### src/design/assert_macros.svh
// Assertion helpers for the clipper RTL; all sample on i_clk, off during reset
`ifndef ASSERT_MACROS_SVH
`define ASSERT_MACROS_SVH

// Property that must hold at every clock edge
`define LBC_ASSERT(name, prop, msg) \
    name: assert property (@(posedge i_clk) disable iff (!i_rst_n) (prop)) else $error(msg);

// Condition in one cycle implies a consequence in the next
`define LBC_ASSERT_NEXT(name, ante, cons, msg) \
    name: assert property (@(posedge i_clk) disable iff (!i_rst_n) \
        (ante) |=> (cons)) else $error(msg);

`endif

### src/design/lbc_pkg.sv
// ----------------------------------------------------------------------------
// lbc_pkg
// Shared widths, register codes and types for the Liang-Barsky line clipper.
// ----------------------------------------------------------------------------
package lbc_pkg;

    // Coordinate format (Q16.8) and line-parameter fraction bits
    localparam int COORD_BITS      = 24;
    localparam int PARAM_FRAC_BITS = 16;

    localparam int CW = COORD_BITS;
    localparam int FB = PARAM_FRAC_BITS;
    localparam int DW = CW + 1;          // differences of two coordinates
    localparam int QB = FB + 2;          // quotient bits, covers 0..2.0
    localparam int UW = FB + 3;          // signed parameter u in [-1, 2]
    localparam int RW = DW + FB + 2;     // divider remainder
    localparam int PW = UW + DW;         // u * delta
    localparam int OW = PW - FB;         // floored offset
    localparam int SW = OW + 1;          // start + offset before saturation

    localparam logic [UW-1:0] U_ONE = UW'(64'd1 << FB);
    localparam logic [UW-1:0] U_TWO = UW'(64'd2 << FB);
    localparam logic [CW-1:0] C_MAX = {1'b0, {(CW-1){1'b1}}};
    localparam logic [CW-1:0] C_MIN = {1'b1, {(CW-1){1'b0}}};

    // Configuration register indexes
    localparam int IDX_W = 3;
    localparam logic [IDX_W-1:0] REG_WIN_LEFT   = IDX_W'(0);
    localparam logic [IDX_W-1:0] REG_WIN_RIGHT  = IDX_W'(1);
    localparam logic [IDX_W-1:0] REG_WIN_TOP    = IDX_W'(2);
    localparam logic [IDX_W-1:0] REG_WIN_BOTTOM = IDX_W'(3);

    // Boundaries in evaluation order
    localparam int NE = 4;
    localparam int EDGE_LEFT   = 0;
    localparam int EDGE_RIGHT  = 1;
    localparam int EDGE_TOP    = 2;
    localparam int EDGE_BOTTOM = 3;

    // Decoupling queue between front and back
    localparam int QDEPTH = 4;
    localparam int QAW    = $clog2(QDEPTH);

    // Segment state carried down the back pipeline
    typedef struct packed {
        logic signed [CW-1:0] x0;
        logic signed [CW-1:0] y0;
        logic signed [DW-1:0] dx;
        logic signed [DW-1:0] dy;
        logic                 prej;   // some parallel boundary rejects
        logic [NE-1:0]        skip;   // boundary parallel to the segment
        logic [NE-1:0]        pneg;   // p < 0: boundary raises entry
    } t_item;

    // Queue entry: segment plus per-boundary q
    typedef struct packed {
        t_item                 item;
        logic [NE-1:0][DW-1:0] q;
    } t_fe_item;

    typedef struct packed {
        logic full;
        logic empty;
    } t_q_stat;

    // One boundary's divider slice
    typedef struct packed {
        logic [RW-1:0] rem;
        logic [QB-1:0] quo;
        logic [DW-1:0] pmag;
        logic          neg;
        logic          ovf;
    } t_div;

endpackage

### src/design/lbc_queue.sv
// ----------------------------------------------------------------------------
// lbc_queue
// Small register queue that decouples the classifier from the clip pipeline.
// ----------------------------------------------------------------------------
module lbc_queue
    import lbc_pkg::*;
(
    input  logic     i_clk,
    input  logic     i_rst_n,
    input  logic     i_push,
    input  t_fe_item i_data,
    input  logic     i_pop,
    output t_fe_item o_data,
    output t_q_stat  o_stat
);

    t_fe_item       r_mem [QDEPTH];
    logic [QAW-1:0] r_wr_ptr, n_wr_ptr;
    logic [QAW-1:0] r_rd_ptr, n_rd_ptr;
    logic [QAW:0]   r_cnt, n_cnt;

    // pointer and fill count update
    always_comb begin
        n_wr_ptr = r_wr_ptr + QAW'(i_push);
        n_rd_ptr = r_rd_ptr + QAW'(i_pop);
        n_cnt    = r_cnt + (QAW+1)'(i_push) - (QAW+1)'(i_pop);
    end

    always_ff @(posedge i_clk) begin
        if (!i_rst_n) begin
            r_wr_ptr <= '0;
            r_rd_ptr <= '0;
            r_cnt    <= '0;
        end else begin
            r_wr_ptr <= n_wr_ptr;
            r_rd_ptr <= n_rd_ptr;
            r_cnt    <= n_cnt;
        end
    end

    // storage, no reset
    always_ff @(posedge i_clk) begin
        if (i_push) begin
            r_mem[r_wr_ptr] <= i_data;
        end
    end

    assign o_data       = r_mem[r_rd_ptr];
    assign o_stat.full  = (r_cnt == (QAW+1)'(QDEPTH));
    assign o_stat.empty = (r_cnt == '0);

endmodule

### config.mk
export PLATFORM = sky130hd
export DESIGN_NAME = lbc_queue
export DESIGN_NICKNAME = d
export VERILOG_FILES = /design/src/design/assert_macros.svh /design/src/design/lbc_pkg.sv /design/src/design/lbc_queue.sv
export SDC_FILE = /design/constraint.sdc
export NUM_CORES = 1
export LEC_CHECK = 0
export ABC_AREA = 1
export CAP_MARGIN = 20
export CORE_MARGIN = 4
export CORE_UTILIZATION = 30
export DETAILED_ROUTE_END_ITERATION = 12
export DONT_BUFFER_PORTS = 1
export GPL_TIMING_DRIVEN = 1
export PLACE_DENSITY = 0.43
export SYNTH_ARGS = -nofsm -noshare
export SYNTH_HDL_FRONTEND = slang
export SYNTH_SLANG_ARGS = --single-unit
### constraint.sdc
create_clock -name i_clk -period 21.1 [get_ports i_clk]
set_input_delay 4.22 -clock i_clk [delete_from_list [all_inputs] [get_ports i_clk]]
set_output_delay 4.22 -clock i_clk [all_outputs]
set_load 0.005 [all_outputs]
Word-level counts from Yosys, hierarchy flattened
Memory sizes are Yosys's and may differ from the RTL's. A register that Yosys moved wholly into a read port is not among the register bits.
Cells that the tools add are included.
{"block": "totals", "ff_bits": 7, "ram_bits": 828, "inputBits": 211, "word_cells": 13, "n_memories": 1}
{"block": "op_classes", "addsub": 4, "eq_ne": 1, "muxes": 3, "reduce_logical": 1}
{"name": "r_mem", "depth": 4, "width": 207, "read_ports": 1, "rd_clocked_by_memory_dff": 1, "wr": 1, "line": "lbc_queue.sv:17", "rtl": "t_fe_item r_mem [QDEPTH];"}
{"op": "2-bit by 1-bit adder with 2-bit output", "n": 2}
{"op": "3-bit by 1-bit adder with 3-bit output", "n": 1}
{"op": "3-bit equality test (second input constant)", "n": 1}
{"op": "3-bit logical NOT", "n": 1}
{"op": "3-bit by 1-bit subtractor with 3-bit output", "n": 1}
{"op": "1-bit two-way mux", "n": 2}
{"op": "2-bit two-way mux", "n": 1}

Logic depth before layout (Yosys ltp)
Gate-level depths: netlist of the first run.
{"block": "depth", "ltp_word": 2, "depth_mapped": 8, "ltp_nobuf": 8}

Worst setup path before layout of the first run
OpenSTA, ideal clock, no wires.
{"block": "synth_path", "path_kind": "input-to-reg", "from": "in i_push", "to": "mem r_mem[0][0] (netlist name), enable pin", "setup_ns": 1.030, "t_arrival_ns": 18.198, "required_ns": 20.070, "setup_slack_ns": 1.872, "path_stages": 2, "path_cell_list": "inv_1 > nor3_1"}
{"block": "synth_between", "elab_chain_len": 2}
{"item": "start, declared", "line": "lbc_queue.sv:10", "rtl": "input logic i_push,"}
{"item": "1-bit two-way mux", "line": "lbc_queue.sv:43", "rtl": "if (i_push) begin"}
{"item": "1-bit two-way mux (implied by the code)", "line": "lbc_queue.sv:44", "rtl": "r_mem[r_wr_ptr] <= i_data;"}
{"item": "end, declared", "line": "lbc_queue.sv:17"}
Every way passes these cells.

==> results.toml, run 1 <==
[worst_setup_path]
cp.required_ps = 16880
cp-end-kind = "output port"
crit_arrival_ps = 5090
critPathMaxFanout = 112
max_stage_delay_ps = 910
critPathTopFamily = "buffers and inverters"
path_class = "register to output port"
cp-start-kind = "register"
worst-path-buf-inv = 6
worst_path_most_repeated_cell = "buf_4"
cp_cell_sequence = "buf_4 -> buf_4 -> buf_16 -> buf_4 -> buf_16 -> buf_4 -> a21oi_1 -> o21ai_1 -> nand2_1"
slowest_stage = "buf_4"

[pwr]
power_leakage_nw = 13.3
max-vdd-ir-drop_uv = 70.8
pwr_density_cell_nw_per_um2 = 102

[timing]
fmax_ghz = 0.107
grt_setup_unrepaired = "no"
worstMarginPinSlew_ps = 1090
setup_violations = 0
hold_violations = 0
max_slew_margin_pct = 27.5
skew_ps = 23.9
setup_slack_ps = 11790
min_period_ps = 9310
post-route-period-util_pct = 44.1
fin_tns_setup_ps = 0
timing.final.max_slew_violations = 0

[grt]
grt_overflow = 0
grt_pass1_vias = 17500
grt_pass1_wl_um = 111000
grt_max_degree = 120
grtUsageTotal_pct = 12.7
antenna_found_initial = 2

[clocking]
hold_buffers = 0
root_buffer = "clkbuf_16"
cts.path.max_buffers = 3
cts_made_buffers = 94
cts_setup_buffers = 0
clk_pin_slew_ps = 60
cts_sinks = 835
cts_resized = 0
h-tree-depth = 3
cts_tree = "built"
insertion_delay_ps = 650

[route]
drt_iter0_markers = 983
routed_wl_um = 74900
drc = 0
post_drt_wl_per_cell_um = 19.0
num_vias = 17800
via_per_inst = 4.51
ant_nets = 0
firstDrtPassIters = 5

[floorplan]
dieWidth_um = 339
die-area_um2 = 115000
num_rows = 121
initial_core_util_pct = 30.2
core_area_um2 = 109000
boundaryPins = 420
die_height_um = 339

[placed_design]
dp_hpwl_um = 45700
dp_slack_ps = 11800
portBuffers = 0
gp_congestion = 0.756

[run_status]
outcome = "completed"

[run]
drv_cap = 0

[logic_synthesis]
synth_area_leader_cell = "edfxtp_1"
synth_nets = 2679
synthCells = 2463
synth.area.top_cells = "edfxtp_1 (76%), inv_1 (4.9%), nand2_1 (4.9%)"
ys_seq_area_share_pct = 76.0
synth_seq_cells = 835
synth_cell_types = 19
synth_area_per_cell_um2 = 13.4
yosysWarnings = 0
synth_top_cell_area_share_pct = 75.6
synth_area_um2 = 32900

[cells_and_area]
final_nets = 2672
area_growth_syn_to_layout_pct = 13.0
multi_input_area_um2 = 5420
nFillCells = 10500
drive_gt1_share_pct = 7.18
antenna_cells = 0
seqCellArea_um2 = 25000

[worst_hold_path]
hp-class = "register to register"
sequential cells by signal, indices dropped and copies added (netlist names):
name	count
r_cnt	3
r_rd_ptr	2
r_mem	828
r_wr_ptr	2
logic make-up after synthesis:
kind of cell / after synthesis / synth area share, %
AO/OA/AOI/OAI: 622 / 11.2
adder cells (fa/ha/maj): 5 / 0.213
buffers and inverters: 564 / 7.55
flip-flops: 835 / 76.0
AND/OR/NAND/NOR: 437 / 5.01
worst register-to-register path, stage by stage (launching register included):
cell,delay (ps)
dfxtp_1,410
inv_1,100
nor3_2,250
buf_4,560
buf_4,900
power by group:
group | total [mW] | leakage [nW] | switching (mW) | internal (mW)
Clock | 1.58 | 1.48 | 0.632 | 0.946
Sequential | 1.93 | 7.66 | 0.0227 | 1.91
Combinational | 0.278 | 4.19 | 0.210 | 0.0678
Total | 3.78 | 13.3 | 0.865 | 2.92
routing by layer:
layer / wire [µm] / track usage (%)
met4: 1720 / 4.03
met2: 34900 / 20.5
met5: 0 / 0
met1: 29000 / 14.0
met3: 9340 / 7.52
synthesized netlist by cell type:
library cell  count
o211ai_1        197
ha_1              4
nor2_1            6
inv_1           426
o21ai_1         109
buf_2            78
o211ai_2         10
buf_6            30
nor3_1            5
nand2_1         425
buf_4             9
dfxtp_1           7
o21ai_0          98
a21oi_1         208
edfxtp_1        828
fa_1              1
nand3_1           1
clkbuf_1         13
clkbuf_2          8
area by class of cell:
class	count	area share [%]
clock buffers	111	6.67
clock inverters	64	1.44
inverters	426	4.30
multi-input cells	1064	14.6
flip-flops and latches	835	67.3
well taps	1414	4.76
repair buffers	35	0.923
metrics by stage:
step	area (µm²)	power, mW	cells	hold slack, ps	utilization (%)
final	37200	3.78	3949	556	34.1
after global routing	37200	3.96	3949	602	34.1
after CTS	37000	3.86	3945	564	34.0
after detailed placement	34000	2.25	3770	556	31.3
after global placement	34000	2.24	3770	523	31.3
after floorplan	32900	2.20	2463	488	-
cells in the final DEF, fill, tap and decap left out, types with 9 or more instances in the layout:
cell type,n
edfxtp_1,828
a21oi_1,208
o21ai_1,109
nand2_1,425
bufinv_16,9
buf_4,31
clkbuf_1,14
clkbuf_16,97
inv_1,426
o21ai_0,98
o211ai_1,197
clkinv_1,30
o211ai_2,10
clkinv_2,17
worst paths after layout:
check | start | to | slack, ps | depth (start not counted)
worst max-delay path | r_rd_ptr[0]$_SDFF_PN0_ | o_data[91] | 11790 | 9
worst min-delay path | r_wr_ptr[1]$_SDFF_PN0_ | r_wr_ptr[1]$_SDFF_PN0_ | 560 | 2
worst max register to register | r_wr_ptr[1]$_SDFF_PN0_ | r_mem[2][98]$_DFFE_PP_ | 18430 | 4
worst min register to register | r_wr_ptr[1]$_SDFF_PN0_ | r_wr_ptr[1]$_SDFF_PN0_ | 560 | 2
Power figures use the tool's default switching activity.
==> run 2: changes to the inputs <==
==> constraint.sdc (replaced) <==
create_clock -name i_clk -period 8.6 [get_ports i_clk]
set_input_delay 1.72 -clock i_clk [delete_from_list [all_inputs] [get_ports i_clk]]
set_output_delay 1.72 -clock i_clk [all_outputs]
set_load 0.005 [all_outputs]
==> run 2 against run 1 <==
  * Power rose by 140%
  * Final area shrank 0.26%
  * Wire length down 2.8%
  * Clock power grew 140%
  * Clock skew fell by 3.4 ps
==> results.toml, run 2 (synthesis gave the netlist of run 1 again) <==
[clocking]
hold_buffers = 0
cts_tree = "built"
cts_setup_buffers = 0
h-tree-depth = 3
cts_made_buffers = 94
cts.path.max_buffers = 3
insertion_delay_ps = 650
cts_sinks = 835
clk_pin_slew_ps = 60
cts_resized = 0
root_buffer = "clkbuf_16"

[cells_and_area]
seqCellArea_um2 = 25000
reg_top3 = "r_mem (828), r_cnt (3)"
multi_input_area_um2 = 5440
fin_cells = 3937
drive_gt1_share_pct = 6.62
layout_commonest_cell = "edfxtp_1"
area_growth_syn_to_layout_pct = 12.7
largest_register = "r_mem"
layout_common_cells = "edfxtp_1 (828), inv_1 (426), nand2_1 (425), a21oi_1 (208), o211ai_1 (197)"
largest_reg_flops = 828
antenna_cells = 0
final_nets = 2659
utilization_pct = 34.0
nFillCells = 10500

[route]
num_vias = 17600
post_drt_wl_per_cell_um = 18.5
drc = 0
via_per_inst = 4.46
drt_iter0_markers = 774
firstDrtPassIters = 5
routed_wl_um = 72800
ant_nets = 0

[worst_setup_path]
crit_start = "r_rd_ptr[1]$_SDFF_PN0_"
slowest_stage = "dfxtp_4"
cp.required_ps = 6880
path_class = "register to output port"
cp-end-kind = "output port"
cp-start-kind = "register"
worst-path-buf-inv = 1
critPathMaxFanout = 184
path_depth = 3
critPathTopFamily = "flip-flops"
crit_arrival_ps = 2970
r2r_cells = 3
r2r-start = "r_wr_ptr[1]$_SDFF_PN0_"
max_stage_delay_ps = 830
cp_cell_sequence = "buf_12 -> o211ai_1 -> nand2_1"

[placed_design]
gp_congestion = 0.731
dp_hpwl_um = 42100
dp_slack_ps = 4310
portBuffers = 0
placed_cells = 3761

[worst_hold_path]
hp-class = "register to register"
hold_path_startpoint = "r_wr_ptr[1]$_SDFF_PN0_"
worstHoldPathCells = 2

[timing]
post-route-period-util_pct = 54.5
min_period_ps = 4690
hold_violations = 0
skew_ps = 20.5
worstMarginPinSlew_ps = 1240
setup_slack_ps = 3910
fmax_ghz = 0.213
timing.final.max_slew_violations = 0
max_slew_margin_pct = 17.4
grt_setup_unrepaired = "no"
fin_tns_setup_ps = 0
setup_violations = 0
holdWs_ps = 584

[grt]
grt_overflow = 0
antenna_found_initial = 1
grt_pass1_vias = 17300
grt_max_degree = 213
grt_pass1_wl_um = 108000
grtUsageTotal_pct = 12.3

[pwr]
max-vdd-ir-drop_uv = 142
power_leakage_nw = 13.3
pwr_density_cell_nw_per_um2 = 249

[floorplan]
boundaryPins = 420
num_rows = 121
die-area_um2 = 115000
die_height_um = 339
initial_core_util_pct = 30.2
core_area_um2 = 109000
dieWidth_um = 339

[run]
drv_cap = 0

[run_status]
outcome = "completed"
run 2: changes by cell type in the layout (fill, tap and decap cells not counted), sizes merged:
cell / change
clkinv: -2
clkbuf: +8
bufinv: -3
buf: -13
inv: -2
run 2: cell type report:
cell class	count	share of cell area [%]
Timing Repair Buffer	22	0.682
Sequential cell	835	67.5
Inverter	426	4.31
Clock inverter	57	1.17
Clock buffer	119	6.89
Multi-Input combinational cell	1064	14.7
Tap cell	1414	4.77
run 2: path summary, 6_finish.rpt:
kind / endpoint / slack (ps)
setup / recovery: o_data[164] / 3910
hold / removal: r_wr_ptr[1]$_SDFF_PN0_ / 580
setup reg to reg: r_mem[0][101]$_DFFE_PP_ / 5800
hold reg to reg: r_wr_ptr[1]$_SDFF_PN0_ / 580
run 2: power by group:
| group | internal [mW] | total, mW | switching (mW) |
|---|---|---|---|
| Sequential | 4.68 | 4.73 | 0.0584 |
| Clock | 2.27 | 3.81 | 1.53 |
| Combinational | 0.161 | 0.670 | 0.508 |
run 2: layer usage:
layer  part of all wire (%)  wire length, µm  vias up  track usage, %
li1                       -                -     8575               -
met1                     37            27000     8469            12.9
met2                     48            35300      412            20.9
met3                     12             8560      114            7.01
met4                    2.6             1930        0            4.13
met5                      0                0        -               0
run 2: metrics by stage:
step	power (mW)	cell area, µm²
CTS	9.40	37100
finish	9.21	37100
detailed placement	5.52	34100
global route	9.64	37100
global placement	5.50	34100
floorplan	5.35	32900
run 2: worst min-delay path, delay by kind of cell (launching register included):
| family | cells | cell delay [ps] |
|---|---|---|
| AND/OR/NAND/NOR | 2 | 160 |
| flip-flops | 1 | 380 |
==> run 3: changes to the inputs <==
--- a/config.mk
+++ b/config.mk
@@ -12,7 +12,7 @@
 export DETAILED_ROUTE_END_ITERATION = 12
 export DONT_BUFFER_PORTS = 1
 export GPL_TIMING_DRIVEN = 1
-export PLACE_DENSITY = 0.43
+export PLACE_DENSITY = 0.44
 export SYNTH_ARGS = -nofsm -noshare
 export SYNTH_HDL_FRONTEND = slang
 export SYNTH_SLANG_ARGS = --single-unit
==> constraint.sdc (replaced) <==
create_clock -name i_clk -period 3.95 [get_ports i_clk]
set_input_delay 0.79 -clock i_clk [delete_from_list [all_inputs] [get_ports i_clk]]
set_output_delay 0.79 -clock i_clk [all_outputs]
set_load 0.005 [all_outputs]
==> run 3 against run 2 <==
  * Critical path depth increased by 1
  * Register-to-register slack got worse by 4100 ps
  * Clock skew shrank 5.8 ps
  * Flip-flop and latch count unchanged
  * Utilization increased by 0.18 points
  * Sequential share of layout area decreased by 0.35 points
  * Non-clock buffer count increased by 13
  * Via count increased by 0.75%
==> results.toml, run 3 (synthesis gave the netlist of run 1 again) <==
[run_status]
outcome = "completed"

[clocking]
hold_buffers = 0
insertion_delay_ps = 650
cts_tree = "built"
cts_made_buffers = 93
cts_resized = 0
cts_sinks = 835
clk_pin_slew_ps = 60
h-tree-depth = 3
cts.path.max_buffers = 3
root_buffer = "clkbuf_16"
cts_setup_buffers = 0

[route]
num_vias = 17700
via_per_inst = 4.49
drt_iter0_markers = 839
routed_wl_um = 73900
post_drt_wl_per_cell_um = 18.7
firstDrtPassIters = 5
drc = 0
ant_nets = 0

[grt]
antenna_found_initial = 3
grtUsageTotal_pct = 12.6
grt_overflow = 0
grt_pass1_vias = 17400
grt_max_degree = 125
grt_pass1_wl_um = 110000

[pwr]
max-vdd-ir-drop_uv = 331
power_leakage_nw = 13.3
total_power_mw = 20.1
pwr_density_cell_nw_per_um2 = 538

[cells_and_area]
seqCellArea_um2 = 25000
drive_gt1_share_pct = 6.89
fin_cells = 3944
multi_input_area_um2 = 5440
layout_common_cells = "edfxtp_1 (828), inv_1 (426), nand2_1 (425), a21oi_1 (208), o211ai_1 (197)"
nFillCells = 10400
area_growth_syn_to_layout_pct = 13.3
largest_register = "r_mem"
layout_commonest_cell = "edfxtp_1"
reg_top3 = "r_mem (828), r_cnt (3)"
largest_reg_flops = 828
final_nets = 2671

[placed_design]
placed_cells = 3774
dp_hpwl_um = 44100
gp_congestion = 0.751
portBuffers = 0

[floorplan]
die-area_um2 = 115000
initial_core_util_pct = 30.2
die_height_um = 339
dieWidth_um = 339
num_rows = 121
boundaryPins = 420
core_area_um2 = 109000

[timing]
fmax_ghz = 0.310
grt_setup_unrepaired = "no"
post-route-period-util_pct = 81.6
worstMarginPinSlew_ps = 1130
timing.final.max_slew_violations = 0
setup_violations = 0
skew_ps = 14.7
hold_violations = 0
min_period_ps = 3220
max_slew_margin_pct = 24.4

[worst_setup_path]
cp.required_ps = 3160
cp-end-kind = "output port"
critPathMaxFanout = 119
crit_arrival_ps = 2430
cp-start-kind = "register"
path_class = "register to output port"

[worst_hold_path]
hp-class = "input pin to register"

[run]
drv_cap = 0
## run 3: changes by cell type in the layout (fill, tap and decap cells not counted)
cell,previous run,this run
buf_4,15,16
inv_6,2,4
bufinv_16,6,8
clkinv_16,0,1
buf_12,7,19
clkbuf_8,0,2
clkinvlp_4,1,0
clkinv_8,0,1
clkbuf_16,99,93
clkinv_2,18,13
diode_2,0,4
clkinv_4,2,0
clkinv_1,27,13
clkbuf_1,20,30
## run 3: power breakdown
part	internal (mW)	leakage, nW	total [mW]	switching (mW)
Clock	4.90	1.43	8.24	3.34
Combinational	0.391	4.24	1.52	1.13
Sequential	10.2	7.66	10.3	0.118
## run 3: layout make-up
class / instances / area share [%]
antenna: 4 / 0.0269
clock buffer: 125 / 6.62
clock inverter: 41 / 1.22
inverter: 426 / 4.29
multi-input combinational: 1064 / 14.6
sequential: 835 / 67.1
tap: 1414 / 4.75
timing repair buffer: 35 / 1.34
## run 3: critical path, cell delays in order (launching register included)
cell and delay, ps:
dfxtp_4 680, buf_12 470, a21oi_1 80, o21ai_0 180, nand2_1 230
## run 3: per-layer routing
metal | up-vias | track usage [%] | wire [µm]
met5 | - | 0 | 0
met4 | 0 | 3.73 | 1860
met3 | 115 | 7.38 | 8740
met2 | 424 | 20.4 | 34300
met1 | 8565 | 14.0 | 29000
li1 | 8597 | - | -
## run 3: final timing paths
kind,from,to,slack [ps],cells after the start
max,r_rd_ptr[1]$_SDFF_PN0_,o_data[37],730,4
min,i_data[64],r_mem[1][64]$_DFFE_PP_,220,0
max reg2reg,r_wr_ptr[1]$_SDFF_PN0_,r_mem[2][112]$_DFFE_PP_,1730,3
min reg2reg,r_wr_ptr[1]$_SDFF_PN0_,r_wr_ptr[1]$_SDFF_PN0_,590,2
## run 3: stage by stage
stage / utilization [%] / cell area, µm² / hold WS (ps) / TNS [ps] / setup slack (ps)
global route: 34.2 / 37200 / 145 / 0 / 420
detailed placement: 31.5 / 34300 / 589 / 0 / 1350
finish: 34.2 / 37300 / 223 / 0 / 726
CTS: 34.2 / 37200 / 137 / 0 / 587
global placement: 31.5 / 34300 / 560 / 0 / 1360
floorplan: - / 32900 / 540 / -1938710 / -2340
